File: src/rtl/pwce_pkg.sv
// Package for the pulse width capture extender: widths, operation and register
// codes, payload structs and the overflow-checked arithmetic helpers.
// No dependencies.
package pwce_pkg;

    localparam int TIMER_WIDTH  = 16;
    localparam int RESULT_WIDTH = 32;

    // fixed widths of the channel fields
    localparam int WIDTH_W = 16;
    localparam int OUT_W   = 32;
    localparam int OP_W    = 2;
    localparam int CHAN_W  = 2;

    // configuration port
    localparam int CFG_INDEX_W = 2;
    localparam int CFG_DATA_W  = 2;

    localparam logic [CFG_INDEX_W-1:0] CFG_CHANNEL_SELECT    = 2'd0;
    localparam logic [CFG_INDEX_W-1:0] CFG_INVERTED_POLARITY = 2'd1;
    localparam logic [CFG_INDEX_W-1:0] CFG_CONTINUOUS_MODE   = 2'd2;

    // operation codes
    localparam logic [OP_W-1:0] OP_START    = 2'd0;
    localparam logic [OP_W-1:0] OP_STOP     = 2'd1;
    localparam logic [OP_W-1:0] OP_OVERFLOW = 2'd2;
    localparam logic [OP_W-1:0] OP_READY    = 2'd3;

    localparam logic [63:0] RMASK64 = 64'hFFFF_FFFF_FFFF_FFFF >> (64 - RESULT_WIDTH);
    localparam logic [63:0] TMAX64  = 64'hFFFF_FFFF_FFFF_FFFF >> (64 - TIMER_WIDTH);
    // largest count whose product with the timer maximum still fits
    localparam logic [RESULT_WIDTH-1:0] MUL_LIMIT = RESULT_WIDTH'(RMASK64 / TMAX64);
    localparam logic [RESULT_WIDTH-1:0] COUNT_MAX = RESULT_WIDTH'(RMASK64);

    typedef logic [RESULT_WIDTH-1:0] count_t;

    typedef struct packed {
        logic [CHAN_W-1:0] channel_select;
        logic              inverted_polarity;
        logic              continuous_mode;
    } cfg_t;

    typedef struct packed {
        logic [OP_W-1:0]    operation;
        logic               level_high;
        logic [WIDTH_W-1:0] positive_width;
        logic [WIDTH_W-1:0] negative_width;
    } item_t;

    typedef struct packed {
        logic [OUT_W-1:0]  period_ticks;
        logic [OUT_W-1:0]  pulse_ticks;
        logic              status;
        logic [CHAN_W-1:0] channel;
        logic              still_running;
    } result_t;

    // multiply by 2^TIMER_WIDTH - 1 as shift and subtract; top bit flags overflow
    function automatic logic [RESULT_WIDTH:0] mul_tmax(input count_t a);
        logic [RESULT_WIDTH+TIMER_WIDTH-1:0] wide;
        logic [RESULT_WIDTH+TIMER_WIDTH-1:0] prod;
        wide = {{TIMER_WIDTH{1'b0}}, a};
        prod = (wide << TIMER_WIDTH) - wide;
        return {(a > MUL_LIMIT), prod[RESULT_WIDTH-1:0]};
    endfunction

    // add with carry out as overflow flag
    function automatic logic [RESULT_WIDTH:0] add_chk(input count_t a, input count_t b);
        return {1'b0, a} + {1'b0, b};
    endfunction

endpackage

File: src/rtl/pwce_in_if.sv
// Input channel of the pulse width capture extender: valid/ready plus item fields.
// Depends on pwce_pkg.
interface pwce_in_if
    import pwce_pkg::*;
();
    logic               valid;
    logic               ready;
    logic [OP_W-1:0]    operation;
    logic               level_high;
    logic [WIDTH_W-1:0] positive_width;
    logic [WIDTH_W-1:0] negative_width;

    modport source (output valid, output operation, output level_high,
                    output positive_width, output negative_width, input ready);
    modport sink   (input valid, input operation, input level_high,
                    input positive_width, input negative_width, output ready);
endinterface

File: src/rtl/pwce_out_if.sv
// Result channel of the pulse width capture extender: valid/ready plus result fields.
// Depends on pwce_pkg.
interface pwce_out_if
    import pwce_pkg::*;
();
    logic              valid;
    logic              ready;
    logic [OUT_W-1:0]  period_ticks;
    logic [OUT_W-1:0]  pulse_ticks;
    logic              status;
    logic [CHAN_W-1:0] channel;
    logic              still_running;

    modport source (output valid, output period_ticks, output pulse_ticks,
                    output status, output channel, output still_running, input ready);
    modport sink   (input valid, input period_ticks, input pulse_ticks,
                    input status, input channel, input still_running, output ready);
endinterface

File: src/rtl/pulse_width_capture_extender.sv
// Top level of the pulse width capture extender.
// Depends on pwce_pkg, pwce_in_if, pwce_out_if, pwce_cfg and pwce_engine.
//
// Turns events from a 16-bit pulse-width timer into 32-bit period and pulse
// results. Each input transaction is start, stop, counter overflow (with the
// input level) or widths ready; only widths ready while a capture runs gives
// a result transaction. An accepted transaction is held in an input register
// and processed against the overflow counts by a single pass of
// constant-multiply and add logic, and the result lands in an output
// register. One transaction is taken every clock cycle while the result
// side keeps up; a result becomes visible once it has passed through the
// input register and then the output register.
// The output register decouples the sides: a waiting result stalls intake
// only once both registers are full. Configuration writes are ignored while
// a capture runs and should be made only when no transaction is in flight.
module pulse_width_capture_extender
    import pwce_pkg::*;
(
    input  logic                   clk,
    input  logic                   rst_n,
    pwce_in_if.sink                item,
    pwce_out_if.source             result,
    input  logic                   cfg_wr_en,
    input  logic [CFG_INDEX_W-1:0] cfg_index,
    input  logic [CFG_DATA_W-1:0]  cfg_data
);

    cfg_t    cfg;
    logic    capture_active;

    item_t   stage_item_reg;
    logic    stage_valid_reg, stage_valid_next;
    result_t out_reg;
    logic    out_valid_reg, out_valid_next;

    logic    fire;
    logic    has_result;
    result_t calc_result;
    logic    take;

    // advance the held transaction when the output slot is free or emptying
    assign fire = stage_valid_reg && (!out_valid_reg || result.ready);
    assign item.ready = !stage_valid_reg || fire;
    assign take = item.valid && item.ready;

    pwce_cfg u_cfg (
        .clk            (clk),
        .rst_n          (rst_n),
        .cfg_wr_en      (cfg_wr_en),
        .cfg_index      (cfg_index),
        .cfg_data       (cfg_data),
        .capture_active (capture_active),
        .cfg            (cfg)
    );

    pwce_engine u_engine (
        .clk            (clk),
        .rst_n          (rst_n),
        .fire           (fire),
        .item           (stage_item_reg),
        .cfg            (cfg),
        .has_result     (has_result),
        .result         (calc_result),
        .capture_active (capture_active)
    );

    always_comb
    begin
        stage_valid_next = take || (stage_valid_reg && !fire);
        // hold an untaken result, load a fresh one when the engine gives it
        out_valid_next   = (fire && has_result) || (out_valid_reg && !result.ready);
    end

    always_ff @(posedge clk or negedge rst_n)
    begin
        if (!rst_n)
        begin
            stage_valid_reg <= 1'b0;
            out_valid_reg   <= 1'b0;
        end
        else
        begin
            stage_valid_reg <= stage_valid_next;
            out_valid_reg   <= out_valid_next;
        end
    end

    always_ff @(posedge clk)
    begin
        if (take)
        begin
            stage_item_reg.operation      <= item.operation;
            stage_item_reg.level_high     <= item.level_high;
            stage_item_reg.positive_width <= item.positive_width;
            stage_item_reg.negative_width <= item.negative_width;
        end
        if (fire && has_result)
        begin
            out_reg <= calc_result;
        end
    end

    assign result.valid         = out_valid_reg;
    assign result.period_ticks  = out_reg.period_ticks;
    assign result.pulse_ticks   = out_reg.pulse_ticks;
    assign result.status        = out_reg.status;
    assign result.channel       = out_reg.channel;
    assign result.still_running = out_reg.still_running;

endmodule

File: src/rtl/pwce_cfg.sv
// Configuration registers of the pulse width capture extender.
// Depends on pwce_pkg.
module pwce_cfg
    import pwce_pkg::*;
(
    input  logic                   clk,
    input  logic                   rst_n,
    input  logic                   cfg_wr_en,
    input  logic [CFG_INDEX_W-1:0] cfg_index,
    input  logic [CFG_DATA_W-1:0]  cfg_data,
    input  logic                   capture_active,
    output cfg_t                   cfg
);

    cfg_t cfg_reg;
    cfg_t cfg_next;

    always_comb
    begin
        cfg_next = cfg_reg;
        // drop writes while a capture runs
        if (cfg_wr_en && !capture_active)
        begin
            unique case (cfg_index)
                CFG_CHANNEL_SELECT:    cfg_next.channel_select    = cfg_data[CHAN_W-1:0];
                CFG_INVERTED_POLARITY: cfg_next.inverted_polarity = cfg_data[0];
                CFG_CONTINUOUS_MODE:   cfg_next.continuous_mode   = cfg_data[0];
                default:               cfg_next = cfg_reg;
            endcase
        end
    end

    always_ff @(posedge clk or negedge rst_n)
    begin
        if (!rst_n)
        begin
            cfg_reg <= '0;
        end
        else
        begin
            cfg_reg <= cfg_next;
        end
    end

    assign cfg = cfg_reg;

endmodule

File: src/rtl/pwce_engine.sv
// Capture state and result calculation of the pulse width capture extender.
// Depends on pwce_pkg.
module pwce_engine
    import pwce_pkg::*;
(
    input  logic    clk,
    input  logic    rst_n,
    input  logic    fire,
    input  item_t   item,
    input  cfg_t    cfg,
    output logic    has_result,
    output result_t result,
    output logic    capture_active
);

    count_t hi_count_reg, hi_count_next;
    count_t lo_count_reg, lo_count_next;
    logic   wrapped_reg, wrapped_next;
    logic   active_reg, active_next;

    count_t              ppw;
    count_t              npw;
    count_t              sel_count;
    count_t              sel_width;
    logic [RESULT_WIDTH:0] pulse_mul, pulse_sum;
    logic [RESULT_WIDTH:0] cnt_sum, period_mul, period_add1, period_add2;
    logic                pulse_err;
    logic                period_err;

    always_comb
    begin
        ppw = RESULT_WIDTH'(item.positive_width[TIMER_WIDTH-1:0]);
        npw = RESULT_WIDTH'(item.negative_width[TIMER_WIDTH-1:0]);
        sel_count = cfg.inverted_polarity ? lo_count_reg : hi_count_reg;
        sel_width = cfg.inverted_polarity ? npw : ppw;

        pulse_mul = mul_tmax(sel_count);
        pulse_sum = add_chk(pulse_mul[RESULT_WIDTH-1:0], sel_width);
        pulse_err = pulse_mul[RESULT_WIDTH] | pulse_sum[RESULT_WIDTH];

        cnt_sum     = add_chk(hi_count_reg, lo_count_reg);
        period_mul  = mul_tmax(cnt_sum[RESULT_WIDTH-1:0]);
        period_add1 = add_chk(period_mul[RESULT_WIDTH-1:0], ppw);
        period_add2 = add_chk(period_add1[RESULT_WIDTH-1:0], npw);
        period_err  = cnt_sum[RESULT_WIDTH] | period_mul[RESULT_WIDTH]
                    | period_add1[RESULT_WIDTH] | period_add2[RESULT_WIDTH];
    end

    always_comb
    begin
        hi_count_next = hi_count_reg;
        lo_count_next = lo_count_reg;
        wrapped_next  = wrapped_reg;
        active_next   = active_reg;
        has_result    = 1'b0;
        unique case (item.operation)
            OP_START:
            begin
                if (!active_reg)
                begin
                    hi_count_next = '0;
                    lo_count_next = '0;
                    wrapped_next  = 1'b0;
                    active_next   = 1'b1;
                end
            end
            OP_STOP:
            begin
                active_next = 1'b0;
            end
            OP_OVERFLOW:
            begin
                if (active_reg)
                begin
                    if (item.level_high)
                    begin
                        hi_count_next = hi_count_reg + count_t'(1);
                        if (hi_count_reg == COUNT_MAX)
                        begin
                            wrapped_next = 1'b1;
                        end
                    end
                    else
                    begin
                        lo_count_next = lo_count_reg + count_t'(1);
                        if (lo_count_reg == COUNT_MAX)
                        begin
                            wrapped_next = 1'b1;
                        end
                    end
                end
            end
            OP_READY:
            begin
                if (active_reg)
                begin
                    has_result    = 1'b1;
                    hi_count_next = '0;
                    lo_count_next = '0;
                    wrapped_next  = 1'b0;
                    if (!cfg.continuous_mode)
                    begin
                        active_next = 1'b0;
                    end
                end
            end
            default:
            begin
                active_next = active_reg;
            end
        endcase

        result.pulse_ticks   = pulse_err ? '0 : OUT_W'(pulse_sum[RESULT_WIDTH-1:0]);
        result.period_ticks  = (pulse_err | period_err)
                             ? '0 : OUT_W'(period_add2[RESULT_WIDTH-1:0]);
        result.status        = pulse_err | period_err | wrapped_reg;
        result.channel       = cfg.channel_select;
        result.still_running = active_next;
    end

    always_ff @(posedge clk or negedge rst_n)
    begin
        if (!rst_n)
        begin
            hi_count_reg <= '0;
            lo_count_reg <= '0;
            wrapped_reg  <= 1'b0;
            active_reg   <= 1'b0;
        end
        else if (fire)
        begin
            hi_count_reg <= hi_count_next;
            lo_count_reg <= lo_count_next;
            wrapped_reg  <= wrapped_next;
            active_reg   <= active_next;
        end
    end

    assign capture_active = active_reg;

endmodule

File: src/flat_wrapper.sv
// flat-port wrapper written by rule: the top's interface ports become plain ports
module pulse_width_capture_extender_flat import pwce_pkg::*;
  (clk, rst_n, cfg_wr_en, cfg_index, cfg_data, item_valid, item_operation, item_level_high, item_positive_width, item_negative_width, item_ready, result_valid, result_period_ticks, result_pulse_ticks, result_status, result_channel, result_still_running, result_ready);
  pwce_in_if item_i ();
  pwce_out_if result_i ();
  input  logic clk;
  input  logic rst_n;
  input  logic cfg_wr_en;
  input  logic [CFG_INDEX_W-1:0] cfg_index;
  input  logic [CFG_DATA_W-1:0] cfg_data;
  input wire logic [$bits(item_i.valid)-1:0] item_valid;
  input wire logic [$bits(item_i.operation)-1:0] item_operation;
  input wire logic [$bits(item_i.level_high)-1:0] item_level_high;
  input wire logic [$bits(item_i.positive_width)-1:0] item_positive_width;
  input wire logic [$bits(item_i.negative_width)-1:0] item_negative_width;
  output wire logic [$bits(item_i.ready)-1:0] item_ready;
  output wire logic [$bits(result_i.valid)-1:0] result_valid;
  output wire logic [$bits(result_i.period_ticks)-1:0] result_period_ticks;
  output wire logic [$bits(result_i.pulse_ticks)-1:0] result_pulse_ticks;
  output wire logic [$bits(result_i.status)-1:0] result_status;
  output wire logic [$bits(result_i.channel)-1:0] result_channel;
  output wire logic [$bits(result_i.still_running)-1:0] result_still_running;
  input wire logic [$bits(result_i.ready)-1:0] result_ready;
  assign item_i.valid = item_valid;
  assign item_i.operation = item_operation;
  assign item_i.level_high = item_level_high;
  assign item_i.positive_width = item_positive_width;
  assign item_i.negative_width = item_negative_width;
  assign item_ready = item_i.ready;
  assign result_valid = result_i.valid;
  assign result_period_ticks = result_i.period_ticks;
  assign result_pulse_ticks = result_i.pulse_ticks;
  assign result_status = result_i.status;
  assign result_channel = result_i.channel;
  assign result_still_running = result_i.still_running;
  assign result_i.ready = result_ready;
  pulse_width_capture_extender u_core (.clk(clk), .rst_n(rst_n), .item(item_i), .result(result_i), .cfg_wr_en(cfg_wr_en), .cfg_index(cfg_index), .cfg_data(cfg_data));
endmodule
File: config.mk
export PLATFORM = sky130hd
export DESIGN_NAME = pulse_width_capture_extender_flat
export DESIGN_NICKNAME = d
export VERILOG_FILES = /design/src/rtl/pwce_pkg.sv /design/src/rtl/pwce_in_if.sv /design/src/rtl/pwce_out_if.sv /design/src/rtl/pulse_width_capture_extender.sv /design/src/rtl/pwce_cfg.sv /design/src/rtl/pwce_engine.sv /design/src/flat_wrapper.sv
export SDC_FILE = /design/constraint.sdc
export NUM_CORES = 1
export LEC_CHECK = 0
export CAP_MARGIN = 25
export CORE_ASPECT_RATIO = 1.4
export CORE_MARGIN = 2
export CORE_UTILIZATION = 50
export DETAILED_ROUTE_END_ITERATION = 10
export DONT_BUFFER_PORTS = 1
export PLACE_DENSITY = 0.67
export SYNTH_ARGS = -nofsm -noshare
export SYNTH_HDL_FRONTEND = slang
export SYNTH_SLANG_ARGS = --single-unit
File: constraint.sdc
create_clock -name clk -period 12.4 [get_ports clk]
set_clock_uncertainty 0.2 [all_clocks]
set_input_delay 0.62 -clock clk [delete_from_list [all_inputs] [get_ports clk]]
set_output_delay 0.62 -clock clk [all_outputs]
set_load 0.1 [all_outputs]
==> metrics.md, run 1 <==
| Metric | Value |
|---|---|
| Outcome | completed |
| Fraction of layout instances using a drive strength above 1 | 7.06% |
| Data required time at the worst endpoint | 12390 ps |
| Die boundary height | 212 um |
| CTS Hold Bufs | 2 |
| Row count | 76 |
| Simple-gate share of the synthesized area | 22.4% |
| Launch point of the critical path | u_core.u_engine.hi_count_reg[0]$_DFFE_PN0P_ |
| Per-instance average area after synthesis | 8.91 um^2 |
| Global-route wire length before repair | 68200 um |
| Final Max Tran Viols | 0 |
| Std-Cell Core Area | 30500 um^2 |
| Number of flops mapped to enable cells by yosys | 103 |
| Max FO, Critical Path | 29 |
| Insertion delay to the later sink of the worst-skew pair | 470 ps |
| Number of cells traversed by the worst register-to-register path | 29 |
| Final antenna-violating net count | 0 |
| GRT Overall Usage | 26.9% |
| Count of unique library cells instantiated by Yosys | 104 |
| Sum of negative setup slack | 0 ps |
| Deepest level of the CTS H-tree | 4 |
| Number of placed cells counting well taps | 2084 |
| Finish-stage setup viols | 0 |
| Final GP Congestion | 0.998 |
| Post-CTS Setup Repair Bufs | 0 |
| Max frequency | 0.135 GHz |
| Ratio of total power to cell area | 258 nW/um^2 |
| Path type of the worst min-delay path | input pin to flip-flop |
| Post-Synthesis Cell Area | 15400 um^2 |
| Final Hold Viols | 0 |
| Critical Path AT | 7380 ps |
| RSZ-0062 raised after global routing | false |
| Most used DFF post-synth | sky130_fd_sc_hd__edfxtp_1 |
| Clock tree root driver cell | sky130_fd_sc_hd__clkbuf_16 |
| Crit path capture | u_core.result.period_ticks[11]$_SDFFCE_PP0P_ |
| Number of detailed-route iterations in the first pass | 5 |
| TritonCTS clock tree | done |
| Largest stage delay on the critical path | 560 ps |
| Number of vias after detailed routing | 12900 |
| Clock period minus final worst setup slack | 7390 ps |
| Seq cells post-synth | 175 |
| Combinational family with the most area after synthesis | simple AND/OR/NAND/NOR gates |
| Die outline area | 32300 um^2 |
| Detail-routed via count per cell | 6.11 |
| Fraction of the yosys area taken by sequential cells | 31.7% |
| Worst voltage drop across the vdd grid | 0.114 mV |
| Cell family with the largest share of critical-path delay | compound AO/OA/AOI/OAI gates |
| Area delta synth->final | 6.28% |
| Slew at the pin closest to its max-slew limit | 967 ps |
| Fraction of registers with async set/reset | 41.1% |
| Detailed router's first-iteration violation count | 865 |
| Reported max-cap violation count | 0 |
| Slowest stage cell, crit path | sky130_fd_sc_hd__a31o_2 |
| Startpoint type of the worst setup path | flip-flop |
| Per-cell routed wire length | 20.4 um |
| Gate count of the mapped netlist | 1730 |
| Number of port buffers | 0 |
| Post-cts sizing count | 0 |
| Number of sinks on the clock net | 175 |
| Kind of critical path | flip-flop to flip-flop |
| Vias in the first global route | 12700 |
| Post-route total power | 0.00422 W |
| Count of pins on the block boundary | 114 |
| Clock buffer depth | 2 |
| Ratio of final minimum period to clock period | 59.6% |
| Worst path depth | 29 |
| Net count, final | 1874 |
| Filler-free cell count of the finished design | 2118 |
| Portion of synthesized cell area occupied by the leading cell type | 20.1% |
| Worst slew margin relative to its limit | 34.8% |
| Number of diodes | 0 |
| Arithmetic-cell share of the synthesized area counting full adders, half adders and majority gates | 9.72% |
| Crit end category | flip-flop |
| Number of flip-flops under the largest register name | 35 |
| YS warnings | 0 |
| Clock transition at path regs | 70 ps |
| Worst hold path cell count | 0 |
| Number of buffers created by CTS | 17 |
| Leading area contributor after synthesis | sky130_fd_sc_hd__edfxtp_1 |
| WL final | 43100 um |
| Fraction of synthesized area in multiplexers | 3.73% |
| Compound-gate portion of the synthesized area | 17.7% |
| Global-route congestion overflow total | 0 |
| Number of antenna violations at the first check in global routing | 0 |
| Width of the chip | 152 um |
| Standby leakage power | 6.88 nW |
| Mapped Nets | 1889 |
| Critical register-to-register path startpoint | u_core.u_engine.hi_count_reg[0]$_DFFE_PN0P_ |
| Flop2flop setup slack | 5010 ps |
| Cells taking the most area after synthesis | sky130_fd_sc_hd__edfxtp_1 (20%), sky130_fd_sc_hd__dfrtp_1 (12%), sky130_fd_sc_hd__ha_1 (9.0%) |
| Effective utilization at floorplan | 50.5% |
| Buffers & Inverters on Critical Path | 2 |
| Reg2reg end | u_core.result.period_ticks[11]$_SDFFCE_PP0P_ |
| Post-detailed-route DRC marker count | 0 |
| HPWL after DPL | 34500 um |
| Largest net degree at the start of global routing | 73 |
| XOR/XNOR Fraction of Synth Area | 11.9% |
==> Yosys cell counts, types with 7 or more instances <==
library cell,count
sky130_fd_sc_hd__a31oi_1,9
sky130_fd_sc_hd__nand3_1,58
sky130_fd_sc_hd__edfxtp_1,103
sky130_fd_sc_hd__a21o_1,41
sky130_fd_sc_hd__or3_1,24
sky130_fd_sc_hd__mux2_2,27
sky130_fd_sc_hd__nor2b_1,20
sky130_fd_sc_hd__xnor2_1,113
sky130_fd_sc_hd__dfrtp_1,72
sky130_fd_sc_hd__a31o_2,7
sky130_fd_sc_hd__o21ai_0,72
sky130_fd_sc_hd__a21oi_1,97
sky130_fd_sc_hd__o21bai_1,14
sky130_fd_sc_hd__nor4_1,16
sky130_fd_sc_hd__o211ai_1,16
sky130_fd_sc_hd__clkbuf_1,31
sky130_fd_sc_hd__a211oi_1,13
sky130_fd_sc_hd__or2_2,10
sky130_fd_sc_hd__buf_2,7
sky130_fd_sc_hd__a211o_1,9
sky130_fd_sc_hd__ha_1,111
sky130_fd_sc_hd__nor2_1,205
sky130_fd_sc_hd__nor3_1,57
sky130_fd_sc_hd__and3_1,18
sky130_fd_sc_hd__nand4_1,32
sky130_fd_sc_hd__nor3b_1,12
sky130_fd_sc_hd__inv_1,65
sky130_fd_sc_hd__o21ai_1,9
sky130_fd_sc_hd__and4_1,11
sky130_fd_sc_hd__o31ai_1,9
sky130_fd_sc_hd__o21a_1,16
sky130_fd_sc_hd__nand2b_1,13
sky130_fd_sc_hd__and2_1,26
sky130_fd_sc_hd__a21boi_0,12
sky130_fd_sc_hd__xor2_1,88
sky130_fd_sc_hd__nand2_1,133
sky130_fd_sc_hd__mux2i_1,27
==> power by group <==
group          switching (W)  internal, W  leakage (nW)
combinational        0.00153      0.00112          4.65
clock               0.000254     0.000278         0.285
sequential          0.000240     0.000806          1.95
total                0.00202      0.00220          6.88
==> routing by layer <==
layer  share of wire (%)  vias up  global-route usage (%)
met1                  40     6219                    29.8
li1                    -     6317                       -
met5                   0        -                       0
met4                 8.5        0                    20.8
met3                 3.1      105                    3.46
met2                  49      294                    46.7
==> stage by stage <==
stage / worst slack, ps / instance area (um^2) / hold slack, ps / util, %
after detailed placement: 5090 / 15800 / 127 / 51.7
final: 5010 / 16400 / 44.5 / 53.7
after global routing: 4320 / 16400 / 29.2 / 53.7
after floorplan: 5150 / 15400 / 124 / -
after global placement: 5300 / 15800 / 127 / 51.7
after CTS: 5060 / 16400 / 23.6 / 53.7
==> cells by family (layout without fill, tap and decap cells) <==
kind of cell / count (synthesis) / in the layout
mux: 54 / 54
buf+inv: 107 / 105
fa+ha+maj: 118 / 118
xor+xnor: 205 / 205
simple gates: 680 / 680
flops: 175 / 175
compound gates: 391 / 391
==> layout by cell type (no fill, tap or decap), drive strengths merged, types with 58 or more instances in the layout <==
master and n:
nor2 206, a21oi 98, xor2 89, o21ai 82, inv 74, dfrtp 72
xnor2 115, edfxtp 103, nand3 59, ha 111, nor3 58, nand2 134
==> how the worst min path moves through the flow <==
stage,from,end,slack (ps)
6_report,item_positive_width[4],u_core.stage_item_reg[20]$_DFFE_PP_,40
5_1_grt,item_operation[0],u_core.stage_item_reg[33]$_DFFE_PP_,30
4_1_cts,item_operation[0],u_core.stage_item_reg[33]$_DFFE_PP_,20
3_5_place_dp,rst_n,u_core.u_engine.lo_count_reg[27]$_DFFE_PN0P_,130
3_3_place_gp,rst_n,u_core.u_engine.lo_count_reg[28]$_DFFE_PN0P_,130
2_1_floorplan,rst_n,u_core.result.valid$_DFF_PN0_,120
==> final cells by class <==
type / instances / area (um^2)
clock buffers: 21 / 470
clock inverters: 11 / 92.6
fillers: 2787 / 14100
inverters: 65 / 244
multi-input cells: 1448 / 10100
flip-flops and latches: 175 / 4900
well taps: 390 / 488
repair buffers: 8 / 82.6
==> worst register-to-register path: cells and delay by family (launching register included) <==
| family | cells | cell delay, ps |
|---|---|---|
| AOI/OAI and AO/OA | 13 | 3280 |
| and+or+nand+nor | 8 | 1520 |
| adders and majority gates | 4 | 1310 |
| DFF | 1 | 450 |
| xor gates and xnor gates | 2 | 230 |
| buffers and inverters | 2 | 150 |
Note: power is estimated with default switching activity, not from simulation.
==> inputs of run 2 (changes only) <==
==> constraint.sdc (replaced) <==
create_clock -name clk -period 7.44 [get_ports clk]
set_clock_uncertainty 0.2 [all_clocks]
set_input_delay 0.372 -clock clk [delete_from_list [all_inputs] [get_ports clk]]
set_output_delay 0.372 -clock clk [all_outputs]
set_load 0.1 [all_outputs]
==> metrics.md, run 2 (synthesized netlist as in run 1, its figures left out) <==
| Metric | Value |
|---|---|
| Reg2reg end | u_core.result.period_ticks[31]$_SDFFCE_PP0P_ |
| Standby leakage power | 7.16 nW |
| Outcome | completed |
| Ratio of total power to cell area | 421 nW/um^2 |
| Final antenna-violating net count | 0 |
| Fraction of layout instances using a drive strength above 1 | 7.95% |
| Logic pwr share | 62.9% |
| Startpoint type of the worst setup path | flip-flop |
| Min-Delay Endpoint | u_core.u_cfg.cfg[1]$_DFFE_PN0P_ |
| Data required time at the worst endpoint | 7550 ps |
| Proportion of power drawn by flip-flops and latches | 24.6% |
| Deepest level of the CTS H-tree | 4 |
| Clock transition at path regs | 70 ps |
| Internal | 0.00377 W |
| Worst voltage drop across the vdd grid | 0.197 mV |
| Max frequency | 0.144 GHz |
| TritonCTS clock tree | done |
| Number of detailed-route iterations in the first pass | 5 |
| Post-route total power | 0.00716 W |
| Sum of negative setup slack | 0 ps |
| Per-cell routed wire length | 20.0 um |
| Clock buffer depth | 2 |
| Reported max-cap violation count | 0 |
| Final cell area excluding filler cells | 17000 um^2 |
| Launch point of the critical path | u_core.u_engine.hi_count_reg[0]$_DFFE_PN0P_ |
| Clock tree root driver cell | sky130_fd_sc_hd__clkbuf_16 |
| Largest stage delay on the critical path | 580 ps |
| Net count, final | 1933 |
| Width of the chip | 152 um |
| Top library cells by usage in the layout, fill and taps aside | sky130_fd_sc_hd__nor2_1 (202), sky130_fd_sc_hd__nand2_1 (133), sky130_fd_sc_hd__xnor2_1 (113), sky130_fd_sc_hd__ha_1 (111), sky130_fd_sc_hd__edfxtp_1 (103) |
| Critical hold path startpoint | cfg_wr_en |
| GRT Overall Usage | 27.1% |
| Area delta synth->final | 10.2% |
| HPWL after DPL | 34600 um |
| Std-Cell Core Area | 30500 um^2 |
| Row count | 76 |
| Number of buffers created by CTS | 17 |
| RSZ-0062 raised after global routing | false |
| Count of pins on the block boundary | 114 |
| Net switching fraction of the power | 47.4% |
| Number of port buffers | 0 |
| WL final | 43600 um |
| Worst slew margin relative to its limit | 36.2% |
| Clock period minus final worst setup slack | 6960 ps |
| Switching power summed over all nets | 0.00339 W |
| Crit end category | flip-flop |
| Vias in the first global route | 13100 |
| Critical register-to-register path startpoint | u_core.u_engine.hi_count_reg[0]$_DFFE_PN0P_ |
| Fraction of power consumed by the clock network | 12.5% |
| Finish-stage setup viols | 0 |
| Post-detailed-route DRC marker count | 0 |
| Number of flip-flops under the largest register name | 35 |
| Detail-routed via count per cell | 6.01 |
| Final Hold Viols | 0 |
| Ratio of final minimum period to clock period | 93.6% |
| Final Max Tran Viols | 0 |
| Global-route wire length before repair | 68900 um |
| Die outline area | 32300 um^2 |
| Number of cells traversed by the worst register-to-register path | 25 |
| Worst hold path cell count | 2 |
| Kind of critical path | flip-flop to flip-flop |
| Die boundary height | 212 um |
| Number of diodes | 0 |
| Detailed router's first-iteration violation count | 703 |
| Flop2flop setup slack | 480 ps |
| Largest net degree at the start of global routing | 73 |
| Placed cell areas | 15900 um^2 |
| Global-route congestion overflow total | 0 |
| Slowest stage cell, crit path | sky130_fd_sc_hd__or4_4 |
| Number of antenna violations at the first check in global routing | 0 |
| Effective utilization at floorplan | 50.5% |
| Number of sinks on the clock net | 175 |
| Insertion delay to the later sink of the worst-skew pair | 460 ps |
| Final GP Congestion | 0.978 |
| Post-layout utilization of the core | 55.7% |
| Critical Path AT | 7080 ps |
| Path type of the worst min-delay path | input pin to flip-flop |
| Number of vias after detailed routing | 13100 |
| Slew at the pin closest to its max-slew limit | 956 ps |
| Max FO, Critical Path | 8 |
| Most frequent standard cell in the layout excluding fill and tap cells | sky130_fd_sc_hd__nor2_1 |
## run 2: cell count changes in the layout (fill, tap and decap cells not counted), moves of 2 or more
cell | before | now
sky130_fd_sc_hd__buf_4 | 6 | 23
sky130_fd_sc_hd__clkbuf_1 | 1 | 3
sky130_fd_sc_hd__clkbuf_8 | 3 | 0
sky130_fd_sc_hd__dlygate4sd3_1 | 1 | 43
sky130_fd_sc_hd__inv_6 | 3 | 5
sky130_fd_sc_hd__inv_8 | 3 | 0
sky130_fd_sc_hd__o21ai_1 | 9 | 7
sky130_fd_sc_hd__o21ai_2 | 1 | 3
## run 2: final cells by class
cell class                 instances  area (um^2)
clock buffer                      22          467
tap                              390          488
fill                            2736        13500
multi-input combinational       1448        10200
timing repair buffer              67          631
sequential                       175         4900
inverter                          65          244
clock inverter                    10         97.6
## run 2: critical path: cells and delay by family (launching register included)
family,cells,cell delay (ps)
AND/OR/NAND/NOR,10,2770
AO/OA/AOI/OAI,8,1740
adder cells (fa/ha/maj),3,970
XOR/XNOR,3,630
flip-flops,1,460
buffers and inverters,1,60
## run 2: repair_timing
item / CTS / global route
buffers inserted: 0 / 3
endpoints found under the setup margin: 0 / 30
resized for setup: 0 / 10
hold endpoints to repair: 113 / 0
hold buffers: 44 / 0
## run 2: worst max-delay path by stage
stage / end / depth (start not counted)
final: u_core.result.period_ticks[31]$_SDFFCE_PP0P_ / 25
after global routing: u_core.result.status$_DFFE_PP_ / 30
after CTS: u_core.result.period_ticks[21]$_SDFFCE_PP0P_ / 29
after detailed placement: u_core.result.period_ticks[21]$_SDFFCE_PP0P_ / 27
after global placement: u_core.result.status$_DFFE_PP_ / 27
after floorplan: u_core.result.period_ticks[15]$_SDFFCE_PP0P_ / 28
## run 2: per-layer routing
layer | share of wire [%] | up-vias | routed length (um) | global-route usage (%)
li1 | - | 6433 | - | -
met1 | 40 | 6236 | 17400 | 30.2
met2 | 48 | 306 | 21100 | 47.0
met3 | 3.1 | 112 | 1360 | 3.01
met4 | 8.6 | 0 | 3740 | 22.0
met5 | 0 | - | 0 | 0
## run 2: metrics by stage
stage / hold slack, ps / worst slack [ps] / std cells
after floorplan: -124 / 187 / 1730
after global placement: -121 / 396 / 2098
after detailed placement: -121 / 209 / 2098
after CTS: 60.5 / 181 / 2174
after global routing: 87.1 / 66.9 / 2177
final: 74.4 / 477 / 2177
## run 2: power by group through the flow
stage / Sequential [W] / Clock, W / Combinational [W]
finish: 0.00176 / 0.000895 / 0.00450
global route: 0.00177 / 0.000943 / 0.00503
CTS: 0.00176 / 0.000908 / 0.00446
detailed placement: 0.00178 / 0 / 0.00440
global placement: 0.00178 / 0 / 0.00429
floorplan: 0.00175 / 0 / 0.00352
